[src/rtl/core/tts_pkg.sv]
// ----------------------------------------------------------------------------
// tts_pkg
// Types and constants shared by the tick task scheduler and its table cells.
// ----------------------------------------------------------------------------
`default_nettype none

package tts_pkg;

  localparam int MAX_TASKS_DEF = 16;
  localparam int MAX_RESULTS   = 16;

  localparam int DATA_W    = 32;
  localparam int MODE_W    = 2;
  localparam int PEND_W    = 8;
  localparam int IDX_OUT_W = 4;
  localparam int RES_CNT_W = $clog2(MAX_RESULTS + 1);

  localparam logic [PEND_W-1:0] PENDING_MAX = {PEND_W{1'b1}};

  // entry modes
  localparam logic [MODE_W-1:0] MODE_PERIODIC = 2'd0;
  localparam logic [MODE_W-1:0] MODE_ONESHOT  = 2'd1;
  localparam logic [MODE_W-1:0] MODE_DONE     = 2'd2;

  // result kinds
  localparam logic RES_ACK = 1'b0;
  localparam logic RES_RUN = 1'b1;

  typedef enum logic [1:0] {
    KIND_ADD      = 2'd0,
    KIND_TICK     = 2'd1,
    KIND_DISPATCH = 2'd2
  } kind_e;

  typedef enum logic [1:0] {
    ST_IDLE  = 2'd0,
    ST_WALK  = 2'd1,
    ST_FLUSH = 2'd2
  } state_e;

  // control broadcast from the sequencer to one cell
  typedef struct packed {
    logic wr;       // store the add word in this cell
    logic tick;     // apply one tick to this cell
    logic consume;  // walk step takes a pending run from the token holder
    logic shift;    // move the walk token one cell along
    logic clr;      // drop the walk token
  } cell_ctrl_t;

  // status from one cell back to the sequencer
  typedef struct packed {
    logic tok;
    logic pend_nz;
    logic runnable;
  } cell_stat_t;

endpackage

`default_nettype wire

[src/rtl/core/tts_cell.sv]
// ----------------------------------------------------------------------------
// tts_cell
// One table entry: delay countdown, reload period, pending runs and mode,
// plus one stage of the walk token chain.
// ----------------------------------------------------------------------------
`default_nettype none

module tts_cell (
  input  wire                              clk_i,
  input  wire                              rst_ni,
  input  wire  tts_pkg::cell_ctrl_t        ctrl_i,
  input  wire  [tts_pkg::DATA_W-1:0]       delay_i,
  input  wire  [tts_pkg::DATA_W-1:0]       period_i,
  input  wire  [tts_pkg::MODE_W-1:0]       mode_i,
  input  wire                              tok_i,
  output logic                             tok_o,
  output tts_pkg::cell_stat_t              stat_o
);

  logic [tts_pkg::DATA_W-1:0] delay_q,  delay_d;
  logic [tts_pkg::DATA_W-1:0] period_q, period_d;
  logic [tts_pkg::PEND_W-1:0] pend_q,   pend_d;
  logic [tts_pkg::MODE_W-1:0] mode_q,   mode_d;
  logic                       tok_q,    tok_d;
  logic                       pend_nz;
  logic                       runnable;

  assign pend_nz  = (pend_q != '0);
  assign runnable = (mode_q == tts_pkg::MODE_PERIODIC) ||
                    (mode_q == tts_pkg::MODE_ONESHOT);

  always_comb begin
    delay_d  = delay_q;
    period_d = period_q;
    pend_d   = pend_q;
    mode_d   = mode_q;
    if (ctrl_i.wr) begin
      delay_d  = delay_i;
      period_d = period_i;
      mode_d   = mode_i;
      pend_d   = (delay_i == '0) ? tts_pkg::PEND_W'(1) : '0;
    end else if (ctrl_i.tick) begin
      if (delay_q != '0) begin
        delay_d = delay_q - tts_pkg::DATA_W'(1);
      end else begin
        delay_d = period_q;
        if (pend_q != tts_pkg::PENDING_MAX) begin
          pend_d = pend_q + tts_pkg::PEND_W'(1);
        end
      end
    end else if (ctrl_i.consume && tok_q && pend_nz) begin
      pend_d = pend_q - tts_pkg::PEND_W'(1);
      if (mode_q == tts_pkg::MODE_ONESHOT) begin
        mode_d = tts_pkg::MODE_DONE;
      end
    end
  end

  always_comb begin
    tok_d = tok_q;
    if (ctrl_i.clr) begin
      tok_d = 1'b0;
    end else if (ctrl_i.shift) begin
      tok_d = tok_i;
    end
  end

  always_ff @(posedge clk_i or negedge rst_ni) begin
    if (!rst_ni) begin
      tok_q <= 1'b0;
    end else begin
      tok_q <= tok_d;
    end
  end

  // entry payload has no reset, it is written by an add before use
  always_ff @(posedge clk_i) begin
    delay_q  <= delay_d;
    period_q <= period_d;
    pend_q   <= pend_d;
    mode_q   <= mode_d;
  end

  assign tok_o           = tok_q;
  assign stat_o.tok      = tok_q;
  assign stat_o.pend_nz  = pend_nz;
  assign stat_o.runnable = runnable;

endmodule

`default_nettype wire

[src/rtl/core/tick_task_scheduler.sv]
// ----------------------------------------------------------------------------
// tick_task_scheduler
// Table of timed tasks held in a row of cells; add, tick and dispatch words
// in, add acknowledgements and run indices out.
// ----------------------------------------------------------------------------
//
//  channel  dir  tdata (low bit up)                     tuser        tlast
//  s_axis   in   delay[31:0] period[63:32] mode[65:64]  kind[1:0]    -
//  m_axis   out  task_index[3:0] table_full[4]          result_kind  last result
//
//  add: a free entry is written, then the ack leaves through the output
//  register. tick: every added entry updates in parallel. dispatch: a
//  token walks the cell chain one entry a cycle for task_count entries or
//  MAX_RESULTS runs, then the last result goes out. The walk pauses while
//  the output register is full and a new run needs its slot. No input word
//  is taken while an add or dispatch is still in progress. Reset clears the
//  task count and the walk token; entries are valid only once added.
// ----------------------------------------------------------------------------
`default_nettype none

module tick_task_scheduler #(
  parameter int MAX_TASKS = tts_pkg::MAX_TASKS_DEF
) (
  input  wire         clk_i,
  input  wire         rst_ni,
  input  wire         s_axis_tvalid,
  output logic        s_axis_tready,
  input  wire  [71:0] s_axis_tdata,   // delay[31:0], period[63:32], run_mode[65:64]
  input  wire  [1:0]  s_axis_tuser,   // kind[1:0]
  output logic        m_axis_tvalid,
  input  wire         m_axis_tready,
  output logic [7:0]  m_axis_tdata,   // task_index[3:0], table_full[4]
  output logic        m_axis_tuser,   // result_kind[0]
  output logic        m_axis_tlast
);

  localparam int CNT_W = $clog2(MAX_TASKS + 1);
  localparam int IW    = (MAX_TASKS > 1) ? $clog2(MAX_TASKS) : 1;
  localparam int OW    = tts_pkg::IDX_OUT_W;
  localparam logic [OW-1:0]    FULL_IDX = OW'(MAX_TASKS - 1);
  localparam logic [CNT_W-1:0] CNT_MAX  = CNT_W'(MAX_TASKS);

  tts_pkg::state_e state_q, state_d;

  logic [CNT_W-1:0]              count_q, count_d;
  logic [CNT_W-1:0]              widx_q,  widx_d;
  logic [tts_pkg::RES_CNT_W-1:0] nres_q,  nres_d;

  logic          hold_valid_q, hold_valid_d;
  logic          hold_kind_q,  hold_kind_d;
  logic [OW-1:0] hold_idx_q,   hold_idx_d;
  logic          hold_full_q,  hold_full_d;

  logic          out_valid_q, out_valid_d;
  logic          out_kind_q,  out_kind_d;
  logic [OW-1:0] out_idx_q,   out_idx_d;
  logic          out_full_q,  out_full_d;
  logic          out_last_q,  out_last_d;

  logic [tts_pkg::DATA_W-1:0] in_delay;
  logic [tts_pkg::DATA_W-1:0] in_period;
  logic [tts_pkg::MODE_W-1:0] in_mode;
  logic [1:0]                 in_kind;

  logic in_acc, is_add, is_tick, is_disp, tbl_full;
  logic out_free, walk_end, sel_pend, sel_run, stall, step, report;

  logic [CNT_W+OW-1:0] count_ext, widx_ext;

  tts_pkg::cell_ctrl_t cell_ctrl [MAX_TASKS];
  tts_pkg::cell_stat_t cell_stat [MAX_TASKS];
  logic [MAX_TASKS:0]  tok_chain;
  logic [MAX_TASKS-1:0] tok_pend, tok_run;

  assign in_delay  = s_axis_tdata[31:0];
  assign in_period = s_axis_tdata[63:32];
  assign in_mode   = s_axis_tdata[65:64];
  assign in_kind   = s_axis_tuser;

  assign s_axis_tready = (state_q == tts_pkg::ST_IDLE);
  assign in_acc   = s_axis_tvalid && s_axis_tready;
  assign is_add   = in_acc && (in_kind == tts_pkg::KIND_ADD);
  assign is_tick  = in_acc && (in_kind == tts_pkg::KIND_TICK);
  assign is_disp  = in_acc && (in_kind == tts_pkg::KIND_DISPATCH);
  assign tbl_full = (count_q == CNT_MAX);

  assign count_ext = {{OW{1'b0}}, count_q};
  assign widx_ext  = {{OW{1'b0}}, widx_q};

  assign out_free = !out_valid_q || m_axis_tready;

  // token holder status, only one cell holds the token
  always_comb begin
    for (int i = 0; i < MAX_TASKS; i++) begin
      tok_pend[i] = cell_stat[i].tok && cell_stat[i].pend_nz;
      tok_run[i]  = cell_stat[i].tok && cell_stat[i].runnable;
    end
  end

  assign sel_pend = |tok_pend;
  assign sel_run  = |tok_run;
  assign walk_end = (widx_q == count_q) ||
                    (nres_q == tts_pkg::RES_CNT_W'(tts_pkg::MAX_RESULTS));
  // a new run pushes the held one out, so it needs the output slot
  assign stall    = sel_pend && sel_run && hold_valid_q && !out_free;
  assign step     = (state_q == tts_pkg::ST_WALK) && !walk_end && !stall;
  assign report   = step && sel_pend && sel_run;

  // cell chain
  assign tok_chain[0] = is_disp;

  for (genvar g = 0; g < MAX_TASKS; g++) begin : g_cell
    always_comb begin
      cell_ctrl[g].wr      = is_add && !tbl_full && (count_q[IW-1:0] == IW'(g));
      cell_ctrl[g].tick    = is_tick && (CNT_W'(g) < count_q);
      cell_ctrl[g].consume = step && sel_pend;
      cell_ctrl[g].shift   = is_disp || step;
      cell_ctrl[g].clr     = (state_q == tts_pkg::ST_WALK) && walk_end;
    end

    tts_cell u_cell (
      .clk_i    (clk_i),
      .rst_ni   (rst_ni),
      .ctrl_i   (cell_ctrl[g]),
      .delay_i  (in_delay),
      .period_i (in_period),
      .mode_i   (in_mode),
      .tok_i    (tok_chain[g]),
      .tok_o    (tok_chain[g+1]),
      .stat_o   (cell_stat[g])
    );
  end

  // next state
  always_comb begin
    state_d = state_q;
    unique case (state_q)
      tts_pkg::ST_IDLE: begin
        if (is_add) begin
          state_d = tts_pkg::ST_FLUSH;
        end else if (is_disp) begin
          state_d = tts_pkg::ST_WALK;
        end
      end
      tts_pkg::ST_WALK: begin
        if (walk_end) begin
          state_d = hold_valid_q ? tts_pkg::ST_FLUSH : tts_pkg::ST_IDLE;
        end
      end
      tts_pkg::ST_FLUSH: begin
        if (out_free) begin
          state_d = tts_pkg::ST_IDLE;
        end
      end
      default: state_d = tts_pkg::ST_IDLE;
    endcase
  end

  // counters, held result and output register
  always_comb begin
    count_d      = count_q;
    widx_d       = widx_q;
    nres_d       = nres_q;
    hold_valid_d = hold_valid_q;
    hold_kind_d  = hold_kind_q;
    hold_idx_d   = hold_idx_q;
    hold_full_d  = hold_full_q;
    out_valid_d  = out_valid_q && !m_axis_tready;
    out_kind_d   = out_kind_q;
    out_idx_d    = out_idx_q;
    out_full_d   = out_full_q;
    out_last_d   = out_last_q;

    if (is_add) begin
      hold_valid_d = 1'b1;
      hold_kind_d  = tts_pkg::RES_ACK;
      if (tbl_full) begin
        hold_idx_d  = FULL_IDX;
        hold_full_d = 1'b1;
      end else begin
        hold_idx_d  = count_ext[OW-1:0];
        hold_full_d = 1'b0;
        count_d     = count_q + CNT_W'(1);
      end
    end

    if (is_disp) begin
      widx_d = '0;
      nres_d = '0;
    end

    if (step) begin
      widx_d = widx_q + CNT_W'(1);
    end

    if (report) begin
      // earlier run is not the last one, send it on
      if (hold_valid_q) begin
        out_valid_d = 1'b1;
        out_kind_d  = hold_kind_q;
        out_idx_d   = hold_idx_q;
        out_full_d  = hold_full_q;
        out_last_d  = 1'b0;
      end
      hold_valid_d = 1'b1;
      hold_kind_d  = tts_pkg::RES_RUN;
      hold_idx_d   = widx_ext[OW-1:0];
      hold_full_d  = 1'b0;
      nres_d       = nres_q + tts_pkg::RES_CNT_W'(1);
    end

    if ((state_q == tts_pkg::ST_FLUSH) && out_free) begin
      out_valid_d  = 1'b1;
      out_kind_d   = hold_kind_q;
      out_idx_d    = hold_idx_q;
      out_full_d   = hold_full_q;
      out_last_d   = 1'b1;
      hold_valid_d = 1'b0;
    end
  end

  always_ff @(posedge clk_i or negedge rst_ni) begin
    if (!rst_ni) begin
      state_q      <= tts_pkg::ST_IDLE;
      count_q      <= '0;
      widx_q       <= '0;
      nres_q       <= '0;
      hold_valid_q <= 1'b0;
      out_valid_q  <= 1'b0;
    end else begin
      state_q      <= state_d;
      count_q      <= count_d;
      widx_q       <= widx_d;
      nres_q       <= nres_d;
      hold_valid_q <= hold_valid_d;
      out_valid_q  <= out_valid_d;
    end
  end

  always_ff @(posedge clk_i) begin
    hold_kind_q <= hold_kind_d;
    hold_idx_q  <= hold_idx_d;
    hold_full_q <= hold_full_d;
    out_kind_q  <= out_kind_d;
    out_idx_q   <= out_idx_d;
    out_full_q  <= out_full_d;
    out_last_q  <= out_last_d;
  end

  assign m_axis_tvalid = out_valid_q;
  assign m_axis_tdata  = {3'b000, out_full_q, out_idx_q};
  assign m_axis_tuser  = out_kind_q;
  assign m_axis_tlast  = out_last_q;

endmodule

`default_nettype wire
[config.mk]
export PLATFORM = sky130hd
export DESIGN_NAME = tick_task_scheduler
export DESIGN_NICKNAME = d
export VERILOG_FILES = /design/src/rtl/core/tts_pkg.sv /design/src/rtl/core/tts_cell.sv /design/src/rtl/core/tick_task_scheduler.sv
export SDC_FILE = /design/constraint.sdc
export NUM_CORES = 2
export LEC_CHECK = 0
export BUFFER_PORTS_ARGS = -buffer_cell sky130_fd_sc_hd__buf_2
export CORE_ASPECT_RATIO = 1.25
export CORE_MARGIN = 8
export CORE_UTILIZATION = 58
export DETAILED_ROUTE_END_ITERATION = 7
export HOLD_SLACK_MARGIN = 0.08
export PLACE_DENSITY = 0.74
export SLEW_MARGIN = 20
export SYNTH_ARGS = -nofsm -noshare
export SYNTH_HDL_FRONTEND = slang
export SYNTH_HIERARCHICAL = 1
export SYNTH_SLANG_ARGS = --single-unit
[constraint.sdc]
create_clock -name clk_i -period 4.9 [get_ports clk_i]
set_input_delay 0.49 -clock clk_i [delete_from_list [all_inputs] [get_ports clk_i]]
set_output_delay 0.49 -clock clk_i [all_outputs]
set_load 0.1 [all_outputs]
==> reports/metrics.csv <==
metric,value,unit
Max Slew Vio Count,0,
Hold Path Cell Cnt,3,
Std-Cell Rows,139,
grt total ovfl,0,
clk_skew,0.0233,ns
"Reg clk slew, reported paths",0.06,ns
VDD IR max,0.000369,V
Worst R2R Setup Slack,0.84,ns
Post-Place Setup Slack,0.996,ns
cells on worst reg2reg path,13,
Reg area,0.0368,mm2
HPWL after DPL,122000,um
Final TNS setup,0,ns
Slew headroom,19.7,%
DR WL/cell,26.6,um
# DRC,0,
Pre-antenna DRT Iters,8,
total CTS buffers,130,
RR Startpoint,state_q[0],
Hold Crit Class,in -> reg,
asr flop ratio synth,2.84,%
"most common cell after layout, fill and taps aside",edfxtp_1,
Routed Antenna Nets,0,
Post-CTS Resized,0,
DR vias,51200,
Reg-to-Reg End,g_cell[1].u_cell/pend_q[7],
"Cell Area, Synth",0.0665,mm2
synthesis-to-layout area growth,8.49,%
area of the multi-input gates,0.0277,mm2
"delay-heaviest family, CP",compound AO/OA/AOI/OAI gates,
Arrival @ worst endpoint,4.55,ns
first-pass GRT wire length,301000,um
Max Buffers Root-to-Sink,3,
Post-Route WL,205000,um
"commonest cells after routing, fill and taps aside","edfxtp_1, nand2_1, o21ai_0",
final worst path period share,82.9,%
Seq cells post-synth,1232,
GRT Util Overall,31.5,%
hold buffers post-CTS,1,
Placer Congestion,0.923,
Mapped Cells,6121,
final hold viol count,0,
Worst EP required,5.38,ns
prevailing post-synth register cell,edfxtp_1,
cell taking the most area after synthesis,edfxtp_1,
Hold EP,state_q[0],
Initial Utilization,58.2,%
PortBufs,80,
crit start category,flop,
actual slew at the worst max-slew pin,1.21,ns
RSZ-0062 raised after global routing,no,
Placeable Area,0.114,mm2
synth top area cells,"edfxtp_1, o21ai_0, nand2_1, xnor2_1, mux2i_1",
Skew-Pair Late Insertion Delay,0.76,ns
crit path capture type,flop,
postcts setup bufs,0,
Static Leak,24.2,nW
"Cell Chain, Critical Path","nor2_2, nand2_1, nor2_1, nand2_1, a21oi_1, inv_1, ha_1, a21o_1, a21oi_1, o21ai_0, o41ai_1, xnor2_1, nor2_1",
CTS root buffer,clkbuf_16,
MaxCap Viol Count,0,
"slowest stage delay, CP",0.75,ns
Setup CP Type,reg -> reg,
largest net degree at the start of global routing,107,
Yosys cell types,81,
"Seq/Total Area, Yosys",55.3,%
layout cell share with drive strength beyond 1,8.67,%
clock sink total,1232,
Nets,6324,
Die Ht,395,um
post-layout minimum cycle time,4.06,ns
crit path max fanout,15,
final setup margin,0.837,ns
post-DR vias/cell,6.66,
Worst Hold Launch,s_axis_tuser[1],
H-Tree Depth,4,
slowest CP cell,a21oi_1,
DRT iter0 DRCs,7400,
top cell type's share of synthesized area,53.9,%
vias in the first global route,48500,
CP Buf/Inv Count,1,
power density cells,380,mW/mm2
CTS tree,yes,
Layout fillers,8861,
initial antenna violation count,22,
Yosys warnings,6,
die area,0.126,mm2
io pins,90,
Finish-stage setup viols,0,
status,finished clean,
Max Freq,246,MHz
"EDFF count, synth",1194,
chip width,319,um
synthesized area per cell,10.9,um2
==> area by class of cell <==
| class | count | share of cell area (%) |
|---|---|---|
| flip-flops and latches | 1232 | 51.0 |
| multi-input cells | 4417 | 38.4 |
| clock buffers | 160 | 4.78 |
| well taps | 1480 | 2.57 |
| repair buffers | 186 | 1.77 |
| clock inverters | 69 | 0.806 |
| inverters | 128 | 0.666 |
| diodes | 18 | 0.0624 |
==> logic make-up after synthesis <==
| logic type | after synthesis | share of synthesized area, % |
|---|---|---|
| AOI/OAI and AO/OA | 1258 | 11.4 |
| and+or+nand+nor | 2346 | 18.0 |
| buffers and inverters | 474 | 3.14 |
| xor gates and xnor gates | 441 | 5.81 |
| other | 1 | 0.00564 |
| adders and majority gates | 151 | 3.02 |
| DFF | 1232 | 55.3 |
| muxes | 218 | 3.32 |
==> how the worst max path moves through the flow <==
stage | to | slack, ns | cells past startpoint | start
detailed placement | g_cell[6].u_cell/pend_q[7] | 1.0 | 14 | s_axis_tvalid
global route | g_cell[6].u_cell/pend_q[7] | 0.63 | 14 | state_q[0]
floorplan | g_cell[0].u_cell/delay_q[0] | 0.29 | 9 | state_q[0]
global placement | g_cell[1].u_cell/pend_q[7] | 0.98 | 13 | s_axis_tvalid
finish | g_cell[1].u_cell/pend_q[7] | 0.84 | 13 | state_q[0]
CTS | g_cell[6].u_cell/pend_q[7] | 0.96 | 14 | state_q[0]
==> per-layer routing <==
| layer | vias to the layer above | part of all wire [%] | track usage [%] | wire [um] |
|---|---|---|---|---|
| met5 | - | 0.0093 | 0 | 19 |
| met4 | 2 | 6.5 | 18.2 | 13300 |
| met3 | 670 | 12 | 6.52 | 25100 |
| met2 | 3059 | 45 | 49.1 | 92100 |
| met1 | 24500 | 36 | 40.9 | 74200 |
| li1 | 23000 | - | - | - |
==> registers in the layout, summed over array words and instances, names as in the netlist, 2 cells and up <==
name	flops
g_cell.u_cell/delay_q	512
g_cell.u_cell/tok_o	16
hold_idx_q	4
count_q	5
state_q	2
g_cell.u_cell/mode_q	32
g_cell.u_cell/pend_q	128
g_cell.u_cell/period_q	512
nres_q	5
out_idx_q	4
widx_q	5
==> cell usage after synthesis (41+ instances only) <==
library cell / n
nand4_1: 99
mux2i_1: 201
nor4_1: 268
clkbuf_1: 220
o22ai_1: 41
xnor2_1: 251
o21ai_0: 696
xor2_1: 190
inv_1: 128
or3_1: 92
nor3_1: 191
buf_4: 53
a21oi_1: 108
edfxtp_1: 1194
nor2_1: 430
o31ai_1: 110
nand3_1: 116
nand2_1: 745
a31o_2: 43
ha_1: 135
or4_1: 127
==> per-stage QoR <==
| step | total power, W | hold WS [ns] | utilization, % | instance area [um2] | instances |
|---|---|---|---|---|---|
| 3_5_place_dp | 0.0179 | 0.405 | 59.6 | 68100 | 7442 |
| 4_1_cts | 0.0274 | 0.120 | 63.1 | 72100 | 7672 |
| 5_1_grt | 0.0283 | 0.194 | 63.1 | 72100 | 7672 |
| 3_3_place_gp | 0.0177 | 0.409 | 59.6 | 68100 | 7442 |
| 2_1_floorplan | 0.0164 | 0.194 | - | 66500 | 6123 |
| 6_report | 0.0274 | 0.169 | 63.2 | 72200 | 7690 |
==> power breakdown <==
part	internal (W)	switching [W]	total, W
sequential	0.0126	0.000685	0.0133
clock	0.00538	0.00423	0.00961
combinational	0.00149	0.00299	0.00448
==> worst register-to-register path: cells and delay by family, from the launching register on <==
| family | cells | cell delay (ns) |
|---|---|---|
| AOI/OAI and AO/OA | 5 | 1.73 |
| and+or+nand+nor | 5 | 0.74 |
| DFF | 1 | 0.42 |
| buffers and inverters | 1 | 0.38 |
| adders and majority gates | 1 | 0.38 |
| xor gates and xnor gates | 1 | 0.16 |
Power figures use the tool's default switching activity.
